`config.mk`:
```
export PLATFORM = sky130hd
export DESIGN_NAME = decayed_window_point_smoother_core
export DESIGN_NICKNAME = d
export VERILOG_FILES = /design/src/sv/dwps_pkg.sv /design/src/sv/dwps_ram.sv /design/src/sv/dwps_ctrl.sv /design/src/sv/dwps_dp.sv /design/src/sv/decayed_window_point_smoother_core.sv
export SDC_FILE = /design/constraint.sdc
export NUM_CORES = 2
export LEC_CHECK = 0
export BUFFER_PORTS_ARGS = -buffer_cell sky130_fd_sc_hd__buf_2
export CORE_MARGIN = 3
export CORE_UTILIZATION = 61
export CTS_CLUSTER_DIAMETER = 50
export CTS_CLUSTER_SIZE = 25
export DETAILED_ROUTE_END_ITERATION = 10
export PLACE_DENSITY = 0.78
export SETUP_SLACK_MARGIN = 0.2
export SYNTH_ARGS = -nofsm -noshare
export SYNTH_HDL_FRONTEND = slang
export SYNTH_SLANG_ARGS = --single-unit
```
`constraint.sdc`:
```
create_clock -name clock -period 24 [get_ports clock]
set_input_delay 7.2 -clock clock [delete_from_list [all_inputs] [get_ports clock]]
set_output_delay 7.2 -clock clock [all_outputs]
set_load 0.01 [all_outputs]
```
`src/sv/dwps_pkg.sv`:
```
// shared constants and control types for the decayed window point smoother
package dwps_pkg;

   localparam int WINDOW_MAX_DEFAULT = 16;
   localparam int FRAC_BITS_DEFAULT  = 16;

   localparam int COORD_W    = 16;
   localparam int DECAY_W    = 16;
   localparam int WLEN_W     = 5;
   localparam int ENTRY_W    = 2 * COORD_W;
   localparam int CSR_ADDR_W = 3;
   localparam int CSR_DATA_W = 32;

   localparam logic [DECAY_W-1:0] DECAY_RESET = 16'd32768;
   localparam logic [WLEN_W-1:0]  WLEN_RESET  = 5'd16;

   // register word index, taken from paddr bit 2
   localparam logic REG_DECAY = 1'b0;
   localparam logic REG_WLEN  = 1'b1;

   typedef struct packed {
      logic latch;     // capture the input word
      logic write;     // update the ring with the captured point
      logic rd_start;  // load the oldest slot of the window
      logic rd_en;     // read one window entry and advance
      logic load_out;  // move the result into the output register
   } cmd_type;

   typedef struct packed {
      logic will_fill; // window holds a point once the update is done
      logic rd_last;   // current read is the newest entry
      logic out_free;  // output register can take a word this cycle
   } stat_type;

endpackage

```
`src/sv/dwps_ram.sv`:
```
// generic single write port ram with registered read
module dwps_ram #(
   parameter int WIDTH = 32,
   parameter int DEPTH = 16
) (
   input  logic                                     clock,
   input  logic                                     wr_en,
   input  logic [((DEPTH > 1) ? $clog2(DEPTH) : 1)-1:0] wr_addr,
   input  logic [WIDTH-1:0]                         wr_data,
   input  logic                                     rd_en,
   input  logic [((DEPTH > 1) ? $clog2(DEPTH) : 1)-1:0] rd_addr,
   output logic [WIDTH-1:0]                         rd_data
);

   logic [WIDTH-1:0] mem_ff [DEPTH];
   logic [WIDTH-1:0] rd_data_ff;

   always_ff @(posedge clock) begin
      if (wr_en) begin
         mem_ff[wr_addr] <= wr_data;
      end
      if (rd_en) begin
         rd_data_ff <= mem_ff[rd_addr];
      end
   end

   assign rd_data = rd_data_ff;

endmodule

```
`src/sv/dwps_ctrl.sv`:
```
// sequencing state machine: capture, ring update, window walk, result hand-off
module dwps_ctrl (
   input  logic               clock,
   input  logic               reset,
   input  logic               req_tvalid,
   output logic               req_tready,
   input  dwps_pkg::stat_type stat,
   output dwps_pkg::cmd_type  cmd
);

   typedef enum logic [2:0] {
      ST_IDLE,
      ST_WRITE,
      ST_SETUP,
      ST_RUN,
      ST_LAST,
      ST_DONE
   } state_type;

   state_type state_ff;
   state_type state_in;

   always_comb begin
      state_in   = state_ff;
      cmd        = '0;
      req_tready = 1'b0;
      case (state_ff)
         ST_IDLE: begin
            req_tready = 1'b1;
            if (req_tvalid) begin
               cmd.latch = 1'b1;
               state_in  = ST_WRITE;
            end
         end
         ST_WRITE: begin
            cmd.write = 1'b1;
            // nothing to smooth while the window is still empty
            state_in  = stat.will_fill ? ST_SETUP : ST_DONE;
         end
         ST_SETUP: begin
            cmd.rd_start = 1'b1;
            state_in     = ST_RUN;
         end
         ST_RUN: begin
            cmd.rd_en = 1'b1;
            if (stat.rd_last) begin
               state_in = ST_LAST;
            end
         end
         ST_LAST: begin
            // last entry leaves the ram and goes into the accumulators
            state_in = ST_DONE;
         end
         ST_DONE: begin
            if (stat.out_free) begin
               cmd.load_out = 1'b1;
               state_in     = ST_IDLE;
            end
         end
         default: begin
            state_in = ST_IDLE;
         end
      endcase
   end

   always_ff @(posedge clock) begin
      if (reset) begin
         state_ff <= ST_IDLE;
      end else begin
         state_ff <= state_in;
      end
   end

endmodule

```
`src/sv/dwps_dp.sv`:
```
// datapath: point ring, fill tracking, two horner accumulators, output register
module dwps_dp #(
   parameter int WINDOW_MAX = dwps_pkg::WINDOW_MAX_DEFAULT,
   parameter int FRAC_BITS  = dwps_pkg::FRAC_BITS_DEFAULT
) (
   input  logic                                 clock,
   input  logic                                 reset,
   input  dwps_pkg::cmd_type                    cmd,
   output dwps_pkg::stat_type                   stat,
   input  logic [dwps_pkg::COORD_W-1:0]         req_x,
   input  logic [dwps_pkg::COORD_W-1:0]         req_y,
   input  logic [dwps_pkg::DECAY_W-1:0]         decay,
   input  logic [dwps_pkg::WLEN_W-1:0]          wlen,
   output logic                                 rsp_valid,
   input  logic                                 rsp_ready,
   output logic [dwps_pkg::COORD_W-1:0]         rsp_x,
   output logic [dwps_pkg::COORD_W-1:0]         rsp_y,
   output logic                                 rsp_empty
);

   localparam int CW     = dwps_pkg::COORD_W;
   localparam int EW     = dwps_pkg::ENTRY_W;
   localparam int PTR_W  = (WINDOW_MAX > 1) ? $clog2(WINDOW_MAX) : 1;
   localparam int CNT_W  = $clog2(WINDOW_MAX + 1);
   localparam int SUM_W  = CNT_W + 1;
   localparam int ACC_W  = CW + FRAC_BITS;
   localparam int DIFF_W = ACC_W + 1;
   localparam int PROD_W = DIFF_W + dwps_pkg::DECAY_W + 1;
   localparam logic [CNT_W-1:0] WMAX_C    = CNT_W'(WINDOW_MAX);
   localparam logic [PTR_W-1:0] SLOT_LAST = PTR_W'(WINDOW_MAX - 1);

   logic [CW-1:0]    x_ff, y_ff;
   logic [PTR_W-1:0] ptr_ff, slot_ff;
   logic [CNT_W-1:0] wcnt_ff, k_ff;
   logic             filled_ff;
   logic [EW-1:0]    first_ff;
   logic             step_v_ff, step_first_ff, step_sel_ff;
   logic             out_valid_ff, out_empty_ff;
   logic [CW-1:0]    out_x_ff, out_y_ff;
   logic signed [ACC_W-1:0] acc_ff [2];
   logic signed [ACC_W-1:0] acc_in [2];

   logic              ok;
   logic [EW-1:0]     entry;
   logic [CNT_W-1:0]  n, n_last;
   logic [SUM_W-1:0]  start_sum;
   logic [PTR_W-1:0]  slot_start, slot_next;
   logic              written;
   logic              ram_wr_en;
   logic [EW-1:0]     rd_data;
   logic [CW-1:0]             pt [2];
   logic signed [DIFF_W-1:0]  diff [2];
   logic signed [PROD_W-1:0]  prod [2];

   assign ok    = ~x_ff[CW-1] & (|x_ff) & ~y_ff[CW-1] & (|y_ff);
   assign entry = {y_ff, x_ff};

   // out of range window lengths clamp to 1 .. WINDOW_MAX
   always_comb begin
      if (wlen == '0) begin
         n = CNT_W'(1);
      end else if (32'(wlen) > WINDOW_MAX) begin
         n = WMAX_C;
      end else begin
         n = CNT_W'(wlen);
      end
   end

   assign n_last = n - CNT_W'(1);

   // oldest slot of the window, ptr - n modulo the ring size
   always_comb begin
      if (SUM_W'(ptr_ff) >= SUM_W'(n)) begin
         start_sum = SUM_W'(ptr_ff) - SUM_W'(n);
      end else begin
         start_sum = SUM_W'(ptr_ff) + SUM_W'(WMAX_C) - SUM_W'(n);
      end
   end

   assign slot_start = start_sum[PTR_W-1:0];
   assign slot_next  = (slot_ff == SLOT_LAST) ? '0 : slot_ff + PTR_W'(1);

   // slots past the write count still hold the first point
   assign written = (wcnt_ff == WMAX_C) || (SUM_W'(slot_ff) < SUM_W'(wcnt_ff));

   assign ram_wr_en = cmd.write & ok & filled_ff;

   dwps_ram #(
      .WIDTH (EW),
      .DEPTH (WINDOW_MAX)
   ) u_ring (
      .clock   (clock),
      .wr_en   (ram_wr_en),
      .wr_addr (ptr_ff),
      .wr_data (entry),
      .rd_en   (cmd.rd_en),
      .rd_addr (slot_ff),
      .rd_data (rd_data)
   );

   always_comb begin
      for (int c = 0; c < 2; c++) begin
         pt[c]   = step_sel_ff ? first_ff[c*CW +: CW] : rd_data[c*CW +: CW];
         diff[c] = $signed({1'b0, pt[c], {FRAC_BITS{1'b0}}}) - {acc_ff[c][ACC_W-1], acc_ff[c]};
         prod[c] = PROD_W'($signed({1'b0, decay})) * PROD_W'(diff[c]);
         if (step_first_ff) begin
            acc_in[c] = $signed({pt[c], {FRAC_BITS{1'b0}}});
         end else begin
            // arithmetic shift by 16 floors the step
            acc_in[c] = acc_ff[c] + $signed(prod[c][ACC_W+15:16]);
         end
      end
   end

   always_ff @(posedge clock) begin
      if (cmd.latch) begin
         x_ff <= req_x;
         y_ff <= req_y;
      end
      if (cmd.write && ok && !filled_ff) begin
         first_ff <= entry;
      end
      if (cmd.rd_start) begin
         slot_ff <= slot_start;
         k_ff    <= '0;
      end else if (cmd.rd_en) begin
         slot_ff <= slot_next;
         k_ff    <= k_ff + CNT_W'(1);
      end
      step_first_ff <= (k_ff == '0);
      step_sel_ff   <= ~written;
      if (step_v_ff) begin
         acc_ff[0] <= acc_in[0];
         acc_ff[1] <= acc_in[1];
      end
      if (cmd.load_out) begin
         out_x_ff     <= filled_ff ? acc_ff[0][FRAC_BITS +: CW] : '0;
         out_y_ff     <= filled_ff ? acc_ff[1][FRAC_BITS +: CW] : '0;
         out_empty_ff <= ~filled_ff;
      end
   end

   always_ff @(posedge clock) begin
      if (reset) begin
         ptr_ff       <= '0;
         wcnt_ff      <= '0;
         filled_ff    <= 1'b0;
         step_v_ff    <= 1'b0;
         out_valid_ff <= 1'b0;
      end else begin
         step_v_ff <= cmd.rd_en;
         if (cmd.write && ok) begin
            if (!filled_ff) begin
               filled_ff <= 1'b1;
            end else begin
               ptr_ff <= (ptr_ff == SLOT_LAST) ? '0 : ptr_ff + PTR_W'(1);
               if (wcnt_ff != WMAX_C) begin
                  wcnt_ff <= wcnt_ff + CNT_W'(1);
               end
            end
         end
         if (cmd.load_out) begin
            out_valid_ff <= 1'b1;
         end else if (rsp_ready) begin
            out_valid_ff <= 1'b0;
         end
      end
   end

   assign stat.will_fill = filled_ff | ok;
   assign stat.rd_last   = (k_ff == n_last);
   assign stat.out_free  = ~out_valid_ff | rsp_ready;

   assign rsp_valid = out_valid_ff;
   assign rsp_x     = out_x_ff;
   assign rsp_y     = out_y_ff;
   assign rsp_empty = out_empty_ff;

endmodule

```
`src/sv/decayed_window_point_smoother_core.sv`:
```
// top level: csr registers, controller and datapath of the point smoother
//
//  port group | dir | payload
//  req_*      | in  | tdata: point_x[15:0], point_y[31:16]
//  rsp_*      | out | tdata: smoothed_x[15:0], smoothed_y[31:16]; tuser: window_empty
//  csr_*      | in  | decay at 0x0, window_length at 0x4
//
// once the window holds a point, every word, a rejected point's included, is offered
// after a walk over the newest ring entries, as many as the clamped window length:
// one ring entry is read and folded into both accumulators per cycle through a single ram read port.
// a point that leaves the window empty skips the walk over the window.
// the next point can be taken in the cycle after the word is loaded.
// a new point is taken while the previous word waits in the output register; a second
// finished word holds the sequencer until the output register is free.
// reset is synchronous; no clearing pass, the first valid point seeds the ring.
module decayed_window_point_smoother_core #(
   parameter int WINDOW_MAX = dwps_pkg::WINDOW_MAX_DEFAULT,
   parameter int FRAC_BITS  = dwps_pkg::FRAC_BITS_DEFAULT
) (
   input  logic                              clock,
   input  logic                              reset,
   input  logic                              req_tvalid,
   output logic                              req_tready,
   input  logic [31:0]                       req_tdata,   // point_x, point_y
   output logic                              rsp_tvalid,
   input  logic                              rsp_tready,
   output logic [31:0]                       rsp_tdata,   // smoothed_x, smoothed_y
   output logic                              rsp_tuser,   // window_empty
   input  logic                              csr_psel,
   input  logic                              csr_penable,
   input  logic                              csr_pwrite,
   input  logic [dwps_pkg::CSR_ADDR_W-1:0]   csr_paddr,
   input  logic [dwps_pkg::CSR_DATA_W-1:0]   csr_pwdata,
   output logic [dwps_pkg::CSR_DATA_W-1:0]   csr_prdata,
   output logic                              csr_pready
);

   logic [dwps_pkg::DECAY_W-1:0] decay_ff;
   logic [dwps_pkg::WLEN_W-1:0]  wlen_ff;
   logic                         csr_wr;
   dwps_pkg::cmd_type            cmd;
   dwps_pkg::stat_type           stat;
   logic [dwps_pkg::COORD_W-1:0] rsp_x, rsp_y;

   assign csr_pready = 1'b1;
   assign csr_wr     = csr_psel & csr_penable & csr_pwrite;

   always_ff @(posedge clock) begin
      if (reset) begin
         decay_ff <= dwps_pkg::DECAY_RESET;
         wlen_ff  <= dwps_pkg::WLEN_RESET;
      end else if (csr_wr) begin
         case (csr_paddr[2])
            dwps_pkg::REG_DECAY: decay_ff <= csr_pwdata[dwps_pkg::DECAY_W-1:0];
            dwps_pkg::REG_WLEN:  wlen_ff  <= csr_pwdata[dwps_pkg::WLEN_W-1:0];
            default: begin
            end
         endcase
      end
   end

   always_comb begin
      case (csr_paddr[2])
         dwps_pkg::REG_DECAY: csr_prdata = dwps_pkg::CSR_DATA_W'(decay_ff);
         dwps_pkg::REG_WLEN:  csr_prdata = dwps_pkg::CSR_DATA_W'(wlen_ff);
         default:             csr_prdata = '0;
      endcase
   end

   dwps_ctrl u_ctrl (
      .clock      (clock),
      .reset      (reset),
      .req_tvalid (req_tvalid),
      .req_tready (req_tready),
      .stat       (stat),
      .cmd        (cmd)
   );

   dwps_dp #(
      .WINDOW_MAX (WINDOW_MAX),
      .FRAC_BITS  (FRAC_BITS)
   ) u_dp (
      .clock     (clock),
      .reset     (reset),
      .cmd       (cmd),
      .stat      (stat),
      .req_x     (req_tdata[15:0]),
      .req_y     (req_tdata[31:16]),
      .decay     (decay_ff),
      .wlen      (wlen_ff),
      .rsp_valid (rsp_tvalid),
      .rsp_ready (rsp_tready),
      .rsp_x     (rsp_x),
      .rsp_y     (rsp_y),
      .rsp_empty (rsp_tuser)
   );

   assign rsp_tdata = {rsp_y, rsp_x};

`ifndef SYNTHESIS
   // an empty window reports the origin
   a_empty_zero: assert property (@(posedge clock) disable iff (reset)
      rsp_tvalid && rsp_tuser |-> rsp_tdata == 32'd0)
      else $error("empty window word with nonzero coordinates");

   // the weighted mean never leaves the range of accepted points, all positive
   a_mean_pos: assert property (@(posedge clock) disable iff (reset)
      rsp_tvalid && !rsp_tuser |->
         $signed(rsp_tdata[15:0]) > 16'sd0 && $signed(rsp_tdata[31:16]) > 16'sd0)
      else $error("smoothed point outside the positive quadrant");

   // one point at a time through the sequencer
   a_one_busy: assert property (@(posedge clock) disable iff (reset)
      req_tvalid && req_tready |=> !req_tready)
      else $error("second word accepted while a point is in progress");
`endif

endmodule

```
==> impl_metrics.csv <==
group,metric,value,unit
floorplan,coreArea,0.1130,sq mm
pwr,power.sequential.fraction,0.352,
worst_setup_path,cp.arrival,8.28,ns
worst_setup_path,path_cells,"buf_2, mux2_2, buf_2",
clock_tree,root_buffer,"clkbuf_16",
status,status,"complete, no violations",
clock_tree,clockBufferDepth,3,
cells_and_area,antennaDiodeCount,0,
floorplan,num_io_pins,142,
placed_design,dp_hpwl,112.6,mm
timing,worst-slew-pin-transition,1.180,ns
floorplan,fp.dieH,343.9,microns
timing,fmax,64.60,MHz
synthesis,yosysMostFrequentCell,"inv_1",
worst_setup_path,critical_path.max_stage_delay,0.47,ns
synthesis,ys_top_cells_by_count,"1339 x inv_1, 981 x fa_1, 813 x nand2_1",
timing,setup_viol_count_final,0,
worst_setup_path,end_kind,"output pin",
worst_setup_path,regToRegEndpoint,"u_dp.acc_ff[0][31]",
detailed_routing,routedWlPerCell,21.09,microns
clock_tree,postCtsSetupBuffers,0,
worst_setup_path,cp_num_buf_inv,2,
timing,clock_skew,0.04761,ns
clock_tree,clk_pin_slew,0.07,ns
clock_tree,cts_sinks,752,
floorplan,die_w,343.9,microns
pwr,switchingPower,1.597,mW
synthesis,synth_top_area_frac,0.3056,
timing,finalHoldViolCount,0,
worst_setup_path,start_kind,"input pin",
placed_design,portBuffers,106,
detailed_routing,drcViolationCount,0,
cells_and_area,layout.nets,7731,
worst_setup_path,r2r_start,"u_dp.step_sel_ff",
pwr,leakage,32.44,nW
floorplan,std_cell_rows,123,
pwr,power_frac_clock,0.276,
pwr,cellPowerDensity,59.91,mW/mm^2
detailed_routing,postRouteAntennaNets,0,
worst_setup_path,cp.depth,3,
cells_and_area,drive_above_1_share,0.09718,
worst_setup_path,critPathTopFamily,"buffers and inverters",
pwr,ir_worst_vdd,0.00008254,V
synthesis,synth_area,0.06966,sq mm
detailed_routing,wl,166.2,mm
pwr,p_int,2.873,mW
timing,slew_headroom,0.2093,
synthesis,ys_seq_elements,752,
detailed_routing,drt_iter0_markers,3538,
placed_design,gp_congestion,0.8714,
worst_setup_path,slowest_stage,"mux2_2",
pwr,combPwrFrac,0.372,
synthesis,ys_seq_area_frac,0.3180,
timing,rsz0062_at_grt,"no",
run,maxCapViolCount,0,
timing,finalHoldWorstSlack,0.4764,ns
clock_tree,cts_tree,"built",
hold_path,hp-class,"flip-flop to flip-flop",
synthesis,synth_top_cell_by_area,"edfxtp_1",
grt,grt_pass1_wl,266.8,mm
clock_tree,postCtsHoldBufs,0,
timing,setup-tns-final,0,ns
timing,fin_crit,15.48,ns
grt,grt_start_max_net_pins,97,
clock_tree,clock_latency,0.67,ns
synthesis,synth_cell_type_count,81,
synthesis,synth.avg_cell_area,11.01,sq um
timing,drv_slew,0,
worst_setup_path,cp-startpoint,"csr_paddr[2]",
detailed_routing,vias_per_cell,5.821,
synthesis,synth-async-reset-ratio,0,
synthesis,synth.area.top_cells,"edfxtp_1 31%, fa_1 28%, inv_1 7.2%",
grt,antenna_found_initial,1,
cells_and_area,syn2layout_area_growth,7.084,%
worst_setup_path,r2r_cells,40,
worst_setup_path,required,16.80,ns
synthesis,synthCells,6327,
grt,gr-usage-all-layers,0.2919,
timing,fin_crit_sh,0.6450,
grt,overflow,0,
detailed_routing,firstDrtPassIters,5,
worst_setup_path,worst-path-max-fanout,19,
floorplan,die-area,0.1183,sq mm
cells_and_area,fill_cells,8272,
synthesis,synth_edf_count,709,
synthesis,synthFlopType,"edfxtp_1",
detailed_routing,vias,45870,
grt,first_global_vias,49060,
clock_tree,cts.repair.resized,0,
pwr,switching_share,0.3573,
worst_setup_path,reg2reg_setup_slack,10.30,ns
worst_setup_path,crit_end,"csr_prdata[4]",
worst_setup_path,cp_common_cell,"buf_2",
clock_tree,cts-buffers-inserted,70,
synthesis,yosysWarnings,0,
clock_tree,htreeDepth,3,
worst_setup_path,crit_type,"input pin to output pin",
floorplan,initial_core_util,0.6167,
## cells in the final DEF, fill, tap and decap left out, types with 57 or more instances in the layout
master,synthesis,routed
xnor2_1,127,116
a21oi_1,140,140
o21ai_0,98,98
inv_1,1339,1339
buf_2,5,106
edfxtp_1,709,709
buf_4,18,102
mux4_2,160,160
and2_1,382,381
nand2_1,813,813
clkbuf_16,0,72
ha_1,352,352
nor3_1,61,57
xor2_1,67,58
a21o_1,68,68
nor2_1,198,185
fa_1,981,981
## routing by layer
layer / global-route usage / vias to the layer above / wire length (microns)
li1: - / 19980 / -
met1: 0.3740 / 23400 / 61720
met2: 0.4979 / 2014 / 84050
met3: 0.04715 / 481 / 13170
met4: 0.1224 / 0 / 7235
met5: 0 / - / 0
## state kept, by name, summed over array words and instances, names as in the netlist
signal and flops:
decay_ff 16, u_ctrl.state_ff 3, u_dp.acc_ff 64, u_dp.filled_ff 1, u_dp.first_ff 32, u_dp.k_ff 5, u_dp.ptr_ff 4, u_dp.rsp_empty 1
u_dp.rsp_valid 1, u_dp.rsp_x 16, u_dp.rsp_y 16, u_dp.slot_ff 4, u_dp.step_first_ff 1, u_dp.step_sel_ff 1, u_dp.step_v_ff 1, u_dp.u_ring.mem_ff 512
u_dp.u_ring.rd_data 32, u_dp.wcnt_ff 5, u_dp.x_ff 16, u_dp.y_ff 16, wlen_ff 5
## power groups by stage
stage / sequential (mW) / clock, mW / combinational (mW)
2_1_floorplan: 1.57 / 0 / 1.25
4_1_cts: 1.57 / 1.26 / 1.66
6_report: 1.57 / 1.23 / 1.66
3_5_place_dp: 1.60 / 0 / 1.64
5_1_grt: 1.58 / 1.31 / 1.85
3_3_place_gp: 1.60 / 0 / 1.59
## how the worst min path moves through the flow
stage	startpoint	endpoint	cells past startpoint
5_1_grt	u_dp.wcnt_ff[4]	u_dp.step_sel_ff	1
6_report	u_dp.wcnt_ff[4]	u_dp.step_sel_ff	1
3_5_place_dp	u_dp.wcnt_ff[4]	u_dp.step_sel_ff	1
3_3_place_gp	u_dp.wcnt_ff[4]	u_dp.step_sel_ff	1
4_1_cts	u_dp.wcnt_ff[4]	u_dp.step_sel_ff	1
2_1_floorplan	u_dp.wcnt_ff[4]	u_dp.step_sel_ff	1
## layout make-up
type	instances	area [sq um]	area share
Clock buffer	75	1833	0.02457
Clock inverter	53	768.2	0.01030
Inverter	1341	5034	0.06748
Multi-Input combinational cell	3950	41590	0.5575
Sequential cell	752	22180	0.2973
Tap cell	1500	1877	0.02516
Timing Repair Buffer	209	1316	0.01764
## stage by stage
stage | setup WS (ns) | util | cells | power, mW | cell area, sq um
finish | 8.519 | 0.6604 | 7880 | 4.470 | 74600
global route | 8.523 | 0.6604 | 7880 | 4.735 | 74600
CTS | 8.579 | 0.6604 | 7880 | 4.485 | 74600
detailed placement | 8.580 | 0.6374 | 7752 | 3.235 | 72000
global placement | 8.590 | 0.6374 | 7752 | 3.181 | 72000
floorplan | 8.906 | - | 6342 | 2.823 | 69720
## cells by family after synthesis
group           synth area share
buf+inv                  0.08977
simple gates              0.1164
other cells            0.0001078
flops                     0.3180
mux                      0.06196
xor+xnor                 0.02486
compound gates           0.04382
fa+ha+maj                 0.3451
(Power assumes the default switching activity.)
